[src/hw/rtl/fas_pkg.sv]
// ============================================================================
// fas_pkg: shared types and constants for the frame animation sequencer
// Command codes, register indexes, request/result records and reset values.
// ============================================================================
package fas_pkg;

  // Default cap on the number of frames
  localparam int unsigned MAX_FRAMES_DFLT = 64;

  // Widths fixed by the command and register formats
  localparam int unsigned FRAME_CNT_W = 7;
  localparam int unsigned FRAME_W     = 6;
  localparam int unsigned PERIOD_W    = 16;
  localparam int unsigned LOOPS_W     = 16;
  localparam int unsigned LOOPS_CNT_W = LOOPS_W + 1;
  localparam int unsigned TIME_W      = 32;
  localparam int unsigned REQ_W       = 32;
  localparam int unsigned CFG_IDX_W   = 3;
  localparam int unsigned CFG_DATA_W  = 16;

  localparam logic [PERIOD_W-1:0]    PERIOD_DFLT = 16'd100;
  localparam logic [LOOPS_CNT_W-1:0] LOOPS_INF   = '1;  // -1, loop forever

  // Command codes
  typedef enum logic [2:0] {
    OP_TICK    = 3'd0,
    OP_STOP    = 3'd1,
    OP_SET     = 3'd2,
    OP_PLAY    = 3'd3,
    OP_BIND    = 3'd4,
    OP_RESTART = 3'd5
  } op_t;

  // Configuration register indexes
  localparam logic [CFG_IDX_W-1:0] CFG_FRAME_COUNT    = 3'd0;
  localparam logic [CFG_IDX_W-1:0] CFG_IDLE_FRAME     = 3'd1;
  localparam logic [CFG_IDX_W-1:0] CFG_DEFAULT_PERIOD = 3'd2;
  localparam logic [CFG_IDX_W-1:0] CFG_DEFAULT_LOOPS  = 3'd3;
  localparam logic [CFG_IDX_W-1:0] CFG_AUTOPLAY       = 3'd4;

  typedef struct packed {
    logic [FRAME_CNT_W-1:0] frame_count;
    logic [FRAME_W-1:0]     idle_frame;
    logic [PERIOD_W-1:0]    default_period;
    logic [LOOPS_W-1:0]     default_loops;
    logic                   autoplay;
  } cfg_t;

  typedef struct packed {
    logic [2:0]          op;
    logic [TIME_W-1:0]   now_ms;
    logic [REQ_W-1:0]    frame_request;
    logic                period_given;
    logic [PERIOD_W-1:0] period_request;
    logic                loops_given;
    logic [LOOPS_W-1:0]  loops_request;
  } req_t;

  typedef struct packed {
    logic [FRAME_W-1:0] frame;
    logic               playing;
    logic               changed;
  } res_t;

endpackage

[src/hw/rtl/frame_animation_sequencer_core.sv]
// ============================================================================
// frame_animation_sequencer_core: frame sequencer for one animated image
// Top level: request register, command engine, result register, config regs.
// ============================================================================
// Each request is one command (tick, stop, set frame, play, bind, restart)
// and yields exactly one result: the frame shown, whether playback runs, and
// whether the display needs a refresh. A request passes through an input
// register, is decoded combinationally against the playback state, and
// lands in a result register, which raises out_valid; one request is
// accepted every cycle while the result side keeps up. Throughput is
// bounded only by out_ready; a held result stalls the input register,
// which in turn drops in_ready. Tick timing uses wrapping 32-bit
// millisecond subtraction; a stamped time of zero reads as "not started".
// Config registers are written by index with no wait and should only
// change while no request is in flight. MAX_FRAMES caps the usable
// frame count.
module frame_animation_sequencer_core #(
  parameter int unsigned MAX_FRAMES = fas_pkg::MAX_FRAMES_DFLT
) (
  input  logic                              clk,
  input  logic                              rst_n,
  // request channel
  input  logic                              in_valid,
  output logic                              in_ready,
  input  logic [2:0]                        in_op,
  input  logic [fas_pkg::TIME_W-1:0]         in_now_ms,
  input  logic signed [fas_pkg::REQ_W-1:0]   in_frame_request,
  input  logic                              in_period_given,
  input  logic [fas_pkg::PERIOD_W-1:0]       in_period_request,
  input  logic                              in_loops_given,
  input  logic [fas_pkg::LOOPS_W-1:0]        in_loops_request,
  // result channel
  output logic                              out_valid,
  input  logic                              out_ready,
  output logic [fas_pkg::FRAME_W-1:0]        out_frame,
  output logic                              out_playing,
  output logic                              out_changed,
  // config write port
  input  logic                              cfg_we,
  input  logic [fas_pkg::CFG_IDX_W-1:0]      cfg_index,
  input  logic [fas_pkg::CFG_DATA_W-1:0]     cfg_wdata
);
  import fas_pkg::*;

  cfg_t cfg;
  req_t in_req, req;
  res_t res, out_res;
  logic req_valid;
  logic advance;

  assign in_req.op             = in_op;
  assign in_req.now_ms         = in_now_ms;
  assign in_req.frame_request  = in_frame_request;
  assign in_req.period_given   = in_period_given;
  assign in_req.period_request = in_period_request;
  assign in_req.loops_given    = in_loops_given;
  assign in_req.loops_request  = in_loops_request;

  // request moves on when the result slot is free or being emptied
  assign advance = req_valid && (!out_valid || out_ready);

  fas_cfg_regs u_cfg (
    .clk       (clk),
    .rst_n     (rst_n),
    .cfg_we    (cfg_we),
    .cfg_index (cfg_index),
    .cfg_wdata (cfg_wdata),
    .cfg       (cfg)
  );

  fas_in_stage u_in (
    .clk       (clk),
    .rst_n     (rst_n),
    .in_valid  (in_valid),
    .in_ready  (in_ready),
    .in_req    (in_req),
    .advance   (advance),
    .req_valid (req_valid),
    .req       (req)
  );

  fas_engine #(
    .MAX_FRAMES (MAX_FRAMES)
  ) u_engine (
    .clk     (clk),
    .rst_n   (rst_n),
    .advance (advance),
    .req     (req),
    .cfg     (cfg),
    .res     (res)
  );

  fas_out_stage u_out (
    .clk       (clk),
    .rst_n     (rst_n),
    .load      (advance),
    .res       (res),
    .out_valid (out_valid),
    .out_ready (out_ready),
    .out_res   (out_res)
  );

  assign out_frame   = out_res.frame;
  assign out_playing = out_res.playing;
  assign out_changed = out_res.changed;

endmodule

[src/hw/rtl/fas_cfg_regs.sv]
// ============================================================================
// fas_cfg_regs: configuration register file
// Five write-only registers, written by index with no wait state.
// ============================================================================
module fas_cfg_regs (
  input  logic                          clk,
  input  logic                          rst_n,
  input  logic                          cfg_we,
  input  logic [fas_pkg::CFG_IDX_W-1:0]  cfg_index,
  input  logic [fas_pkg::CFG_DATA_W-1:0] cfg_wdata,
  output fas_pkg::cfg_t                 cfg
);
  import fas_pkg::*;

  cfg_t cfg_r, cfg_nxt;

  always_comb begin
    cfg_nxt = cfg_r;
    if (cfg_we) begin
      case (cfg_index)
        CFG_FRAME_COUNT:    cfg_nxt.frame_count    = cfg_wdata[FRAME_CNT_W-1:0];
        CFG_IDLE_FRAME:     cfg_nxt.idle_frame     = cfg_wdata[FRAME_W-1:0];
        CFG_DEFAULT_PERIOD: cfg_nxt.default_period = cfg_wdata[PERIOD_W-1:0];
        CFG_DEFAULT_LOOPS:  cfg_nxt.default_loops  = cfg_wdata[LOOPS_W-1:0];
        CFG_AUTOPLAY:       cfg_nxt.autoplay       = cfg_wdata[0];
        default:            cfg_nxt = cfg_r;  // unmapped index, dropped
      endcase
    end
  end

  always_ff @(posedge clk) begin
    if (!rst_n) begin
      cfg_r.frame_count    <= '0;
      cfg_r.idle_frame     <= '0;
      cfg_r.default_period <= PERIOD_DFLT;
      cfg_r.default_loops  <= '0;
      cfg_r.autoplay       <= 1'b0;
    end else begin
      cfg_r <= cfg_nxt;
    end
  end

  assign cfg = cfg_r;

endmodule

[src/hw/rtl/fas_in_stage.sv]
// ============================================================================
// fas_in_stage: input request register
// Holds one request until the engine consumes it; refills in the same cycle.
// ============================================================================
module fas_in_stage (
  input  logic          clk,
  input  logic          rst_n,
  input  logic          in_valid,
  output logic          in_ready,
  input  fas_pkg::req_t in_req,
  input  logic          advance,
  output logic          req_valid,
  output fas_pkg::req_t req
);
  import fas_pkg::*;

  logic valid_r, valid_nxt;
  req_t req_r;
  logic take;

  assign in_ready = !valid_r || advance;
  assign take     = in_valid && in_ready;

  always_comb begin
    valid_nxt = valid_r;
    if (take)         valid_nxt = 1'b1;
    else if (advance) valid_nxt = 1'b0;
  end

  always_ff @(posedge clk) begin
    if (!rst_n) begin
      valid_r <= 1'b0;
    end else begin
      valid_r <= valid_nxt;
    end
  end

  always_ff @(posedge clk) begin
    if (take) begin
      req_r <= in_req;
    end
  end

  assign req_valid = valid_r;
  assign req       = req_r;

endmodule

[src/hw/rtl/fas_engine.sv]
// ============================================================================
// fas_engine: sequencer state and command decode
// Applies one command per cycle, while advance is high, to the playback state and forms its result.
// ============================================================================
module fas_engine #(
  parameter int unsigned MAX_FRAMES = fas_pkg::MAX_FRAMES_DFLT
) (
  input  logic          clk,
  input  logic          rst_n,
  input  logic          advance,
  input  fas_pkg::req_t req,
  input  fas_pkg::cfg_t cfg,
  output fas_pkg::res_t res
);
  import fas_pkg::*;

  // frame_count cannot exceed its own field, so the cap folds into 7 bits
  localparam int unsigned CNT_MAX = (1 << FRAME_CNT_W) - 1;
  localparam int unsigned CAP     = (MAX_FRAMES > CNT_MAX) ? CNT_MAX : MAX_FRAMES;
  localparam logic [FRAME_CNT_W-1:0] CAP_N = CAP[FRAME_CNT_W-1:0];

  logic                   playing_r, playing_nxt;
  logic [FRAME_CNT_W-1:0] cur_r, cur_nxt;
  logic [LOOPS_CNT_W-1:0] loops_r, loops_nxt;
  logic [TIME_W-1:0]      last_r, last_nxt;
  logic [PERIOD_W-1:0]    period_r, period_nxt;

  logic [FRAME_CNT_W-1:0] n;
  logic                   has_frames;
  logic [FRAME_CNT_W-1:0] last_idx;
  logic [FRAME_CNT_W-1:0] rest_cl;
  logic [FRAME_CNT_W-1:0] req_cl;
  logic [TIME_W-1:0]      elapsed;
  logic [PERIOD_W-1:0]    period_eff;
  logic [FRAME_CNT_W:0]   cur_inc;
  logic                   wrap;
  logic [PERIOD_W-1:0]    per_sel;
  logic [LOOPS_W-1:0]     loops_sel;
  logic [PERIOD_W-1:0]    play_period;
  logic [LOOPS_CNT_W-1:0] play_loops;
  logic [LOOPS_CNT_W-1:0] loops_dec;
  logic                   changed;

  always_comb begin
    n          = (cfg.frame_count > CAP_N) ? CAP_N : cfg.frame_count;
    has_frames = (n != '0);
    last_idx   = n - 1'b1;
    rest_cl    = ({1'b0, cfg.idle_frame} < n) ? {1'b0, cfg.idle_frame} : last_idx;

    // signed request clamped into [0, n-1]
    if (req.frame_request[REQ_W-1])
      req_cl = '0;
    else if ((req.frame_request[REQ_W-2:FRAME_CNT_W] != '0) ||
             (req.frame_request[FRAME_CNT_W-1:0] >= n))
      req_cl = last_idx;
    else
      req_cl = req.frame_request[FRAME_CNT_W-1:0];

    elapsed    = req.now_ms - last_r;
    period_eff = (period_r == '0) ? PERIOD_DFLT : period_r;
    cur_inc    = {1'b0, cur_r} + 1'b1;
    wrap       = (cur_inc >= {1'b0, n});
    loops_dec  = loops_r - 1'b1;

    per_sel     = req.period_given ? req.period_request : cfg.default_period;
    loops_sel   = req.loops_given ? req.loops_request : cfg.default_loops;
    play_period = (per_sel == '0) ? PERIOD_DFLT : per_sel;
    play_loops  = (loops_sel == '0) ? LOOPS_INF : {1'b0, loops_sel};
  end

  always_comb begin
    playing_nxt = playing_r;
    cur_nxt     = cur_r;
    loops_nxt   = loops_r;
    last_nxt    = last_r;
    period_nxt  = period_r;
    changed     = 1'b0;

    case (req.op)
      OP_TICK: begin
        if (playing_r) begin
          if (!has_frames) begin
            playing_nxt = 1'b0;
          end else if (last_r == '0) begin
            last_nxt = req.now_ms;       // first tick only stamps the time
          end else if (elapsed >= {{(TIME_W-PERIOD_W){1'b0}}, period_eff}) begin
            last_nxt = req.now_ms;
            changed  = 1'b1;
            cur_nxt  = cur_inc[FRAME_CNT_W-1:0];
            if (wrap) begin
              cur_nxt = '0;
              // positive count: finite loops, decrement and stop at zero
              if (!loops_r[LOOPS_CNT_W-1] && (loops_r != '0)) begin
                loops_nxt = loops_dec;
                if (loops_dec == '0) begin
                  playing_nxt = 1'b0;
                  cur_nxt     = rest_cl;
                end
              end
            end
          end
        end
      end
      OP_STOP: begin
        playing_nxt = 1'b0;
        cur_nxt     = has_frames ? rest_cl : '0;
        changed     = 1'b1;
      end
      OP_SET: begin
        cur_nxt     = has_frames ? req_cl : '0;
        playing_nxt = 1'b0;
        changed     = 1'b1;
      end
      OP_PLAY: begin
        changed = 1'b1;
        if (has_frames) begin
          period_nxt  = play_period;
          loops_nxt   = play_loops;
          playing_nxt = 1'b1;
          last_nxt    = '0;
          cur_nxt     = '0;
        end
      end
      OP_BIND: begin
        if (!playing_r && has_frames && (req_cl != cur_r)) begin
          cur_nxt = req_cl;
          changed = 1'b1;
        end
      end
      OP_RESTART: begin
        changed = 1'b1;
        last_nxt = '0;
        if (cfg.autoplay && has_frames) begin
          playing_nxt = 1'b1;
          cur_nxt     = '0;
          period_nxt  = (cfg.default_period == '0) ? PERIOD_DFLT : cfg.default_period;
          loops_nxt   = (cfg.default_loops == '0) ? LOOPS_INF
                                                  : {1'b0, cfg.default_loops};
        end else begin
          playing_nxt = 1'b0;
          loops_nxt   = LOOPS_INF;
          period_nxt  = PERIOD_DFLT;
          cur_nxt     = has_frames ? rest_cl : {1'b0, cfg.idle_frame};
        end
      end
      default: begin
        changed = 1'b0;  // unused codes leave the state alone
      end
    endcase
  end

  always_ff @(posedge clk) begin
    if (!rst_n) begin
      playing_r <= 1'b0;
      cur_r     <= '0;
      loops_r   <= LOOPS_INF;
      last_r    <= '0;
      period_r  <= PERIOD_DFLT;
    end else if (advance) begin
      playing_r <= playing_nxt;
      cur_r     <= cur_nxt;
      loops_r   <= loops_nxt;
      last_r    <= last_nxt;
      period_r  <= period_nxt;
    end
  end

  assign res.frame   = cur_nxt[FRAME_W-1:0];
  assign res.playing = playing_nxt;
  assign res.changed = changed;

endmodule

[src/hw/rtl/fas_out_stage.sv]
// ============================================================================
// fas_out_stage: result register
// Holds one result until the consumer takes it.
// ============================================================================
module fas_out_stage (
  input  logic          clk,
  input  logic          rst_n,
  input  logic          load,
  input  fas_pkg::res_t res,
  output logic          out_valid,
  input  logic          out_ready,
  output fas_pkg::res_t out_res
);
  import fas_pkg::*;

  logic valid_r, valid_nxt;
  res_t res_r;

  always_comb begin
    valid_nxt = valid_r;
    if (load)           valid_nxt = 1'b1;
    else if (out_ready) valid_nxt = 1'b0;
  end

  always_ff @(posedge clk) begin
    if (!rst_n) begin
      valid_r <= 1'b0;
    end else begin
      valid_r <= valid_nxt;
    end
  end

  always_ff @(posedge clk) begin
    if (load) begin
      res_r <= res;
    end
  end

  assign out_valid = valid_r;
  assign out_res   = res_r;

endmodule

[config.mk]
export PLATFORM = sky130hd
export DESIGN_NAME = frame_animation_sequencer_core
export DESIGN_NICKNAME = d
export VERILOG_FILES = /design/src/hw/rtl/fas_pkg.sv /design/src/hw/rtl/frame_animation_sequencer_core.sv /design/src/hw/rtl/fas_cfg_regs.sv /design/src/hw/rtl/fas_in_stage.sv /design/src/hw/rtl/fas_engine.sv /design/src/hw/rtl/fas_out_stage.sv
export SDC_FILE = /design/constraint.sdc
export NUM_CORES = 1
export LEC_CHECK = 0
export BUFFER_PORTS_ARGS = -buffer_cell sky130_fd_sc_hd__clkbuf_2
export CAP_MARGIN = 20
export CORE_MARGIN = 1
export CORE_UTILIZATION = 55
export DETAILED_ROUTE_END_ITERATION = 16
export PLACE_DENSITY_LB_ADDON = 0.15
export SYNTH_ARGS = -nofsm -noshare
export SYNTH_HDL_FRONTEND = slang
export SYNTH_HIERARCHICAL = 1
export SYNTH_SLANG_ARGS = --single-unit
[constraint.sdc]
create_clock -name clk -period 6 [get_ports clk]
set_input_delay 0.9 -clock clk [delete_from_list [all_inputs] [get_ports clk]]
set_output_delay 0.9 -clock clk [all_outputs]
set_load 0.01 [all_outputs]
* Word-level counts from Yosys, hierarchy flattened
Cells that the tools add are included. Widths: inputs -> output; s select.
Storage, ports and cells: flip-flop bits (word level) 230, output and inout bits 10, word-level logic and storage cells 155
Cells by class: add/subtract/negate cells 4, magnitude comparators 5, equality and inequality tests 19, multiplexer cells 63, reduce and logical (&&, ||, !) cells 41
Operators with widths (number):
- $mux 17 | 10
- $mux 32 | 5
- $mux 7 | 17
- $mux 16 | 7
- $pmux 32 s3 | 1
- $logic_not 16->1 | 5
- $pmux 17 s3 | 1
- $pmux 7 s6 | 1
- $ge 32x16->1 | 1
- $logic_not 32->1 | 1
- $pmux 16 s2 | 1
- $sub 32x32->32 | 1
- $reduce_bool 24->1 | 1
- $mux 1 | 18
- $logic_not 17->1 | 1
- $reduce_bool 17->1 | 1
- $sub 17x1->17 const B | 1
- $ne 2x1->1 const B | 7
- $eq 3x2->1 const B | 4
- $reduce_and 2->1 | 5
- $eq 3x3->1 const B | 3
- $reduce_and 9->1 | 1
- $add 7x1->8 const B | 1
- $ge 8x7->1 | 1
- 23 further kinds | 37

* Logic depth before layout (Yosys ltp)
Gate-level depths: netlist (run 1).
depth after elaboration 12, mapped depth 22, depth with buffers taken out 21

* By module
Netlist (run 1), hierarchy kept.
By module, submodules not included:
- fas_engine | times used 1, cells each 1103, area an instance 8049.0 um^2, seq. area each 1461.4 um^2
- fas_in_stage | times used 1, cells each 106, area an instance 3090.5 um^2, seq. area each 3052.9 um^2
- fas_cfg_regs | times used 1, cells each 175, area an instance 1764.2 um^2, seq. area each 920.9 um^2
- fas_out_stage | times used 1, cells each 11, area an instance 281.5 um^2, seq. area each 260.2 um^2
- frame_animation_sequencer_core | times used 1, cells each 2, area an instance 11.3 um^2, seq. area each 0.0 um^2

* Worst setup path before layout (run 1)
No wires, ideal clock.
path type reg2reg, start register u_in.req_r (netlist bit u_in/req[66]), end register u_out.res_r (netlist bit u_out/out_res[2]), data pin, arrival time 4.766 ns, slack 0.983 ns, cell stages (with the launch flop) 23, path buffers 1, cells stage by stage edfxtp_1 -> inv_1 -> ha_1 -> fa_1 -> nor2b_1 -> o2111ai_2 -> a21oi_1 -> nor2_1 -> or3_1 -> nand2_1 -> xor2_1 -> ha_1 -> a21o_1 -> a221oi_1 -> o211ai_1 -> a31oi_1 -> nand4_1 -> or4_1 -> nor4_4 -> nor3_2 -> a221o_1 -> a21o_1 -> buf_4
Between the ends: cells in the longest elaborated chain, start to end 7
RTL lines:
- from (decl) | RTL line fas_in_stage.sv:18 | req_t req_r;
- from (signal assigned) | RTL line fas_in_stage.sv:40 | req_r <= in_req;
- $sub 32x32->32 | RTL line fas_engine.sv:59 | elapsed = req.now_ms - last_r;
- $ge 32x16->1 | RTL line fas_engine.sv:86 | end else if (elapsed >= {{(TIME_W-PERIOD_W){1'b0}}, period_eff}) begin
- $mux 7 | RTL line fas_engine.sv:86
- $mux 7 | RTL line fas_engine.sv:84 | end else if (last_r == '0) begin
- $mux 7 | RTL line fas_engine.sv:82 | if (!has_frames) begin
- $mux 7 | RTL line fas_engine.sv:81 | if (playing_r) begin
- $pmux 7 s6 | RTL line fas_engine.sv:79 | case (req.op)
- net u_engine.cur_nxt[0] | RTL line fas_engine.sv:23 | logic [FRAME_CNT_W-1:0] cur_r, cur_nxt;
- to (signal assigned) | RTL line fas_out_stage.sv:35 | res_r <= res;
- to (decl) | RTL line fas_out_stage.sv:17 | res_t res_r;
The timed path passes the listed nets, and every way through them passes these cells. The select of a mux whose other input is x is not followed. A chain may end at the register's enable or synchronous reset.

==> flow_summary.json, run 1 <==
{
  "status": "finished clean",
  "ir_drop_mv": 0.241,
  "cts-root-buf": "clkbuf_16",
  "core_area_um2": 23500,
  "gp_congestion": 0.908,
  "min_period_ns": 5.50,
  "synth_flop_cell": "dfxtp_1",
  "overflow": 0,
  "io_pins": 135,
  "hold_buffers": 0,
  "synth.avg_cell_area_um2": 9.45,
  "rsz0062_at_grt": "no",
  "postCtsSetupRepairBufs": 0,
  "instances_no_fill": 1826,
  "hold_path.class": "register to register",
  "wl_per_cell_um": 18.2,
  "worstReg2RegEnd": "u_out/out_res[2]",
  "tightest_slew_ns": 1.08,
  "yosys-top-cells-area": "edfxtp_1, dfxtp_1, ha_1",
  "drt-initial-drc-count": 973,
  "cts_num_sinks": 230,
  "cp_data_required_time_ns": 6.28,
  "grt_pass1_vias": 10400,
  "setup_viol": 0,
  "grt_pass1_wl_um": 53400,
  "pre_cts_slack_ns": 0.539,
  "cp_slowest_cell": "nor4_4",
  "worst_slack_ns": 0.498,
  "row_count": 56,
  "synth_top_cell_by_area": "edfxtp_1",
  "grtUsageTotal_pct": 27.3,
  "critPathMaxFanout": 7,
  "synth_top_area_share_pct": 24.8,
  "htree_levels": 1,
  "viasPerCell": 6.05,
  "hp-start": "u_cfg/cfg[2]",
  "cpPeakStageDelay_ns": 0.57,
  "cts_max_path_buffers": 3,
  "area_growth_pct": 12.6,
  "finalSetupTns_ns": 0,
  "numCtsBuffers": 25,
  "die_area_um2": 24600,
  "cp.arrival_ns": 5.78,
  "power_density_nw_per_um2": 266,
  "grt_start_max_net_pins": 74,
  "drt-total-wl_um": 33300,
  "hpwl_um": 24400,
  "place_area_um2": 14000,
  "diodes": 0,
  "ant_nets": 0,
  "crit_path_end_kind": "register",
  "drv_slew": 0,
  "yosysSeqAreaShare_pct": 43.2,
  "drc_errors": 0,
  "fp.dieW_um": 157,
  "ys_types": 89,
  "cp_top_family": "simple AND/OR/NAND/NOR gates",
  "dr_total_vias": 11000,
  "critPathKind": "register to register",
  "synth_edf_count": 109,
  "ys_ff_latch": 230,
  "max_freq_ghz": 0.182,
  "io_buffers": 134,
  "place_inst": 1780,
  "drt-pass1-iter-count": 5,
  "hold_depth": 2,
  "final_cell_area_um2": 14900,
  "drive_above_1_share_pct": 14.5,
  "timing.slew.headroom_pct": 27.8,
  "regToRegSetupSlack_ns": 0.50,
  "netlist_area_um2": 13200,
  "start_kind": "register",
  "ys_warn_count": 6,
  "synth_cells": 1397,
  "max-cap-violations": 0,
  "hold_end": "u_cfg/cfg[2]",
  "ff2ff_path_depth": 21,
  "p_leak_nw": 5.63,
  "cp_cell_sequence": "inv_1 > ha_1 > fa_1 > nor2b_1 > o2111ai_2 > a21oi_1 > nor2_1 > or3_1 > nand2_1 > xor2_1 > ha_1 > a21o_1 > a221oi_1 > o211ai_1 > a31oi_1 > nand4_1 > or4_1 > nor4_4 > nor3_2 > a221o_1 > a21o_1",
  "die_h_um": 157,
  "cts.clk_slew.worst_paths_ns": 0.06,
  "antenna_found_initial": 0,
  "nets": 1687,
  "cts_resized": 0,
  "min_period_over_period_pct": 91.7,
  "async_reset_ff_share_pct": 0,
  "tritoncts": "done",
  "skew_ns": 0.0182,
  "worst_skew_pair.late_latency_ns": 0.53,
  "start_util_pct": 56.2,
  "crit_buf_inv": 1,
  "syn-num-nets": 1595,
  "rr_startpoint": "u_in/req[66]",
  "hold_viol_final": 0
}
## cells by family (layout without fill, tap and decap cells)
| kind of cell | Yosys count | after routing | share of synthesized area (%) |
|---|---|---|---|
| DFF | 230 | 230 | 43.2 |
| buffers and inverters | 147 | 257 | 4.69 |
| xor gates and xnor gates | 43 | 43 | 2.85 |
| AOI/OAI and AO/OA | 336 | 336 | 17.6 |
| adders and majority gates | 73 | 73 | 6.98 |
| and+or+nand+nor | 497 | 497 | 19.2 |
| muxes | 71 | 71 | 5.48 |
## worst register-to-register path, stage by stage, from the launching register on
cell       delay (ns)
edfxtp_1         0.34
inv_1            0.05
ha_1             0.21
fa_1             0.41
nor2b_1          0.20
o2111ai_2        0.16
a21oi_1          0.26
nor2_1           0.09
or3_1            0.42
nand2_1          0.10
xor2_1           0.15
ha_1             0.26
a21o_1           0.17
a221oi_1         0.28
o211ai_1         0.13
a31oi_1          0.16
nand4_1          0.09
or4_1            0.46
nor4_4           0.57
nor3_2           0.20
a221o_1          0.39
a21o_1           0.16
## synthesized netlist by cell type, types with 24 or more instances
cell,count
dfxtp_1,121
o21ai_0,43
inv_1,68
edfxtp_1,109
nand4_1,24
clkbuf_1,56
a21oi_1,85
nor3_1,24
ha_1,72
xor2_1,24
nand3_1,61
a211oi_1,27
nand2_1,148
nor2_1,80
nand2b_1,57
mux2i_1,61
nor4_1,37
## cells in the final DEF (no fill, tap or decap), drive strengths merged, types with 7 or more instances in the layout
cell     Yosys  layout
nand2      149     149
mux2i       61      61
xor2        24      24
o2111ai      7       7
buf         22      10
o31a         7       7
a211o        9       9
a211oi      29      29
a221oi      16      16
nand3       62      62
o21a        13      13
o21ai       50      50
dfxtp      121     121
a31oi       13      13
nand4       24      24
inv         69      70
o31ai        8       8
o22ai        7       7
ha          72      72
a21oi       91      91
nor2        80      80
clkbuf      56     169
mux2        10      10
xnor2       19      19
nor4        38      38
o211ai      12      12
a22oi       13      13
nand2b      58      58
a21o        18      18
edfxtp     109     109
nor3        26      26
or3          9       9
nor2b       19      19
## registers in the layout, indices dropped and copies added, names as in the netlist
name	flops
u_in/req	101
u_engine/playing_r	1
u_out/out_res	8
u_engine/cur_r	7
u_engine/period_r	16
u_cfg/cfg	46
u_in/req_valid	1
u_engine/loops_r	17
u_engine/last_r	32
u_out/out_valid	1
## cell type report
cell class	instances	area [µm²]
fill	1994	8610
tap	319	399
multi-input combinational	1020	6900
inverter	69	259
clock inverter	9	178
sequential	230	5700
timing repair buffer	143	746
clock buffer	36	687
## layer usage
metal,wire length [µm],track usage (%),up-vias,part of all wire [%]
li1,-,-,5357,-
met1,16100,40.8,5244,48
met2,14000,40.4,399,42
met3,2430,4.85,44,7.3
met4,691,7.00,0,2.1
met5,0,0,-,0
## worst max-delay path by stage
stage	from	to	slack (ns)	cells past startpoint
final	u_in/req[66]	u_out/out_res[2]	0.50	21
after detailed placement	u_in/req[66]	u_out/out_res[2]	0.54	21
after CTS	u_in/req[66]	u_out/out_res[2]	0.51	21
after floorplan	u_in/req[66]	u_out/out_res[2]	0.98	22
after global routing	u_in/req[66]	u_out/out_res[2]	0.12	21
after global placement	u_in/req[66]	u_out/out_res[2]	0.63	21
## power by group
| group | leakage [nW] | internal [mW] | switching, mW |
|---|---|---|---|
| registers | 2.03 | 1.72 | 0.0536 |
| logic | 3.18 | 0.210 | 0.334 |
| clock network | 0.418 | 1.01 | 0.619 |
| total | 5.63 | 2.94 | 1.01 |
## through the flow
stage	hold slack, ns	power, mW	util (%)
final	0.483	3.95	63.3
after global routing	0.502	4.10	63.3
after CTS	0.483	3.97	63.3
after detailed placement	0.474	2.34	59.6
after global placement	0.466	2.33	59.6
after floorplan	0.437	2.18	-
(Power assumes the default switching activity.)
==> run 2, diff against run 1 <==
--- a/config.mk
+++ b/config.mk
@@ -8,7 +8,7 @@
 export BUFFER_PORTS_ARGS = -buffer_cell sky130_fd_sc_hd__clkbuf_2
 export CAP_MARGIN = 20
 export CORE_MARGIN = 1
-export CORE_UTILIZATION = 55
+export CORE_UTILIZATION = 30
 export DETAILED_ROUTE_END_ITERATION = 16
 export PLACE_DENSITY_LB_ADDON = 0.15
 export SYNTH_ARGS = -nofsm -noshare
==> flow_summary.json, run 2 (same netlist as run 1, synthesis figures left out) <==
{
  "internal_power_mw": 2.83,
  "p_clk_share_pct": 40.1,
  "largest_reg_flops": 101,
  "max_freq_ghz": 0.176,
  "hold_path.class": "register to register",
  "worst_slack_ns": 0.312,
  "core_area_um2": 43300,
  "postCtsSetupRepairBufs": 0,
  "nets": 1691,
  "drt-pass1-iter-count": 5,
  "fin_util_pct": 35.1,
  "finalSetupTns_ns": 0,
  "min_period_ns": 5.69,
  "drc_errors": 0,
  "worst_skew_pair.late_latency_ns": 0.56,
  "cts_max_path_buffers": 3,
  "cp_slowest_cell": "nor4_4",
  "row_count": 76,
  "start_util_pct": 30.5,
  "gp_congestion": 0.869,
  "p_comb_share_pct": 14.3,
  "io_buffers": 134,
  "start_kind": "register",
  "cts-root-buf": "clkbuf_16",
  "critPathMaxFanout": 7,
  "skew_ns": 0.0109,
  "drt-total-wl_um": 38800,
  "p_leak_nw": 5.61,
  "min_period_over_period_pct": 94.8,
  "hold_depth": 2,
  "hold_end": "u_cfg/cfg[21]",
  "grt_start_max_net_pins": 70,
  "antenna_found_initial": 0,
  "cpPeakStageDelay_ns": 0.62,
  "grtUsageTotal_pct": 17.3,
  "cp_data_required_time_ns": 6.31,
  "diodes": 0,
  "swShare_pct": 27.5,
  "wl_per_cell_um": 18.5,
  "numCtsBuffers": 28,
  "hold_buffers": 0,
  "crit_buf_inv": 1,
  "cp.arrival_ns": 6.00,
  "drt-initial-drc-count": 668,
  "grt_pass1_vias": 10500,
  "critPathKind": "register to register",
  "grt_pass1_wl_um": 60600,
  "final_common_cell": "nand2_1",
  "worstReg2RegEnd": "u_out/out_res[2]",
  "power_density_nw_per_um2": 257,
  "ff2ff_path_depth": 21,
  "timing.slew.headroom_pct": 32.4,
  "hold_viol_final": 0,
  "p_seq_share_pct": 45.7,
  "fp.dieW_um": 212,
  "viasPerCell": 5.19,
  "ant_nets": 0,
  "status": "finished clean",
  "overflow": 0,
  "tritoncts": "done",
  "layout_common_cells": "nand2_1, clkbuf_2, dfxtp_1, edfxtp_1, a21oi_1",
  "htree_levels": 1,
  "setup_viol": 0,
  "pre_cts_slack_ns": 0.325,
  "die_area_um2": 44800,
  "io_pins": 135,
  "regToRegSetupSlack_ns": 0.31,
  "rsz0062_at_grt": "no",
  "cp_cell_sequence": "inv_1 > ha_1 > fa_1 > nor2b_1 > o2111ai_2 > a21oi_1 > nor2_1 > or3_1 > nand2_1 > xor2_1 > ha_1 > a21o_1 > a221oi_1 > o211ai_1 > a31oi_1 > nand4_1 > or4_1 > nor4_4 > nor3_2 > a221o_1 > a21o_1",
  "drv_slew": 0,
  "area_growth_pct": 15.0,
  "p_switching_mw": 1.07,
  "rr_startpoint": "u_in/req[66]",
  "cts.clk_slew.worst_paths_ns": 0.06,
  "hp-start": "u_cfg/cfg[21]",
  "ir_drop_mv": 0.219,
  "cts_num_sinks": 230,
  "tightest_slew_ns": 1.01,
  "max-cap-violations": 0,
  "hpwl_um": 28900,
  "cp_top_family": "simple AND/OR/NAND/NOR gates",
  "drive_above_1_share_pct": 14.5,
  "crit_path_end_kind": "register",
  "cts_resized": 0,
  "die_h_um": 212,
  "dr_total_vias": 10900
}
[run 2: cell types whose count changed in the layout (fill, tap and decap cells not counted), moves of 2 or more]
cell and change:
clkinv_1 +3, buf_4 +3, clkinvlp_4 +2, bufinv_16 -5
clkinv_2 +2, clkbuf_1 +2, clkbuf_16 +4
[run 2: final cells by class]
cell class	count	area [µm²]
clock inverter	10	55.1
timing repair buffer	144	748
multi-input combinational	1020	6900
sequential	230	5700
inverter	69	259
fill	4457	28100
clock buffer	41	781
tap	585	732
[run 2: metrics by stage]
stage	hold WS [ns]	std cells	instance area (µm²)	total power, mW
5_1_grt	0.488	2099	15200	4.09
6_report	0.480	2099	15200	3.90
3_3_place_gp	0.469	2048	14300	2.37
3_5_place_dp	0.473	2048	14300	2.37
2_1_floorplan	0.437	1397	13200	2.18
4_1_cts	0.482	2099	15200	3.96
[run 2: routing by layer]
metal	wire length (µm)	GRT usage (%)
met2	15800	25.2
met1	19700	25.6
met5	0	0
met4	1010	4.97
met3	2290	3.59
[run 2: how the worst max path moves through the flow]
stage | start | endpoint | slack (ns) | depth (start not counted)
global route | u_in/req[66] | u_out/out_res[2] | 0.0003 | 21
CTS | u_in/req[66] | u_out/out_res[2] | 0.27 | 21
detailed placement | u_in/req[66] | u_out/out_res[2] | 0.33 | 21
global placement | u_in/req[66] | u_out/out_res[2] | 0.48 | 21
floorplan | u_in/req[66] | u_out/out_res[2] | 0.98 | 22
finish | u_in/req[66] | u_out/out_res[2] | 0.31 | 21
[run 2: worst register-to-register path: stages, from the launching register on]
cell,delay [ns]
edfxtp_1,0.34
inv_1,0.05
ha_1,0.21
fa_1,0.41
nor2b_1,0.21
o2111ai_2,0.16
a21oi_1,0.25
nor2_1,0.09
or3_1,0.42
nand2_1,0.10
xor2_1,0.16
ha_1,0.26
a21o_1,0.17
a221oi_1,0.33
o211ai_1,0.15
a31oi_1,0.16
nand4_1,0.10
or4_1,0.46
nor4_4,0.62
nor3_2,0.23
a221o_1,0.40
a21o_1,0.17
[run 2: power groups by stage]
stage                     clock (mW)  sequential (mW)  combinational, mW
final                           1.56             1.78              0.556
after detailed placement           0             1.81              0.555
after CTS                       1.62             1.78              0.559
after global routing            1.68             1.79              0.623
after floorplan                    0             1.78              0.390
after global placement             0             1.81              0.554
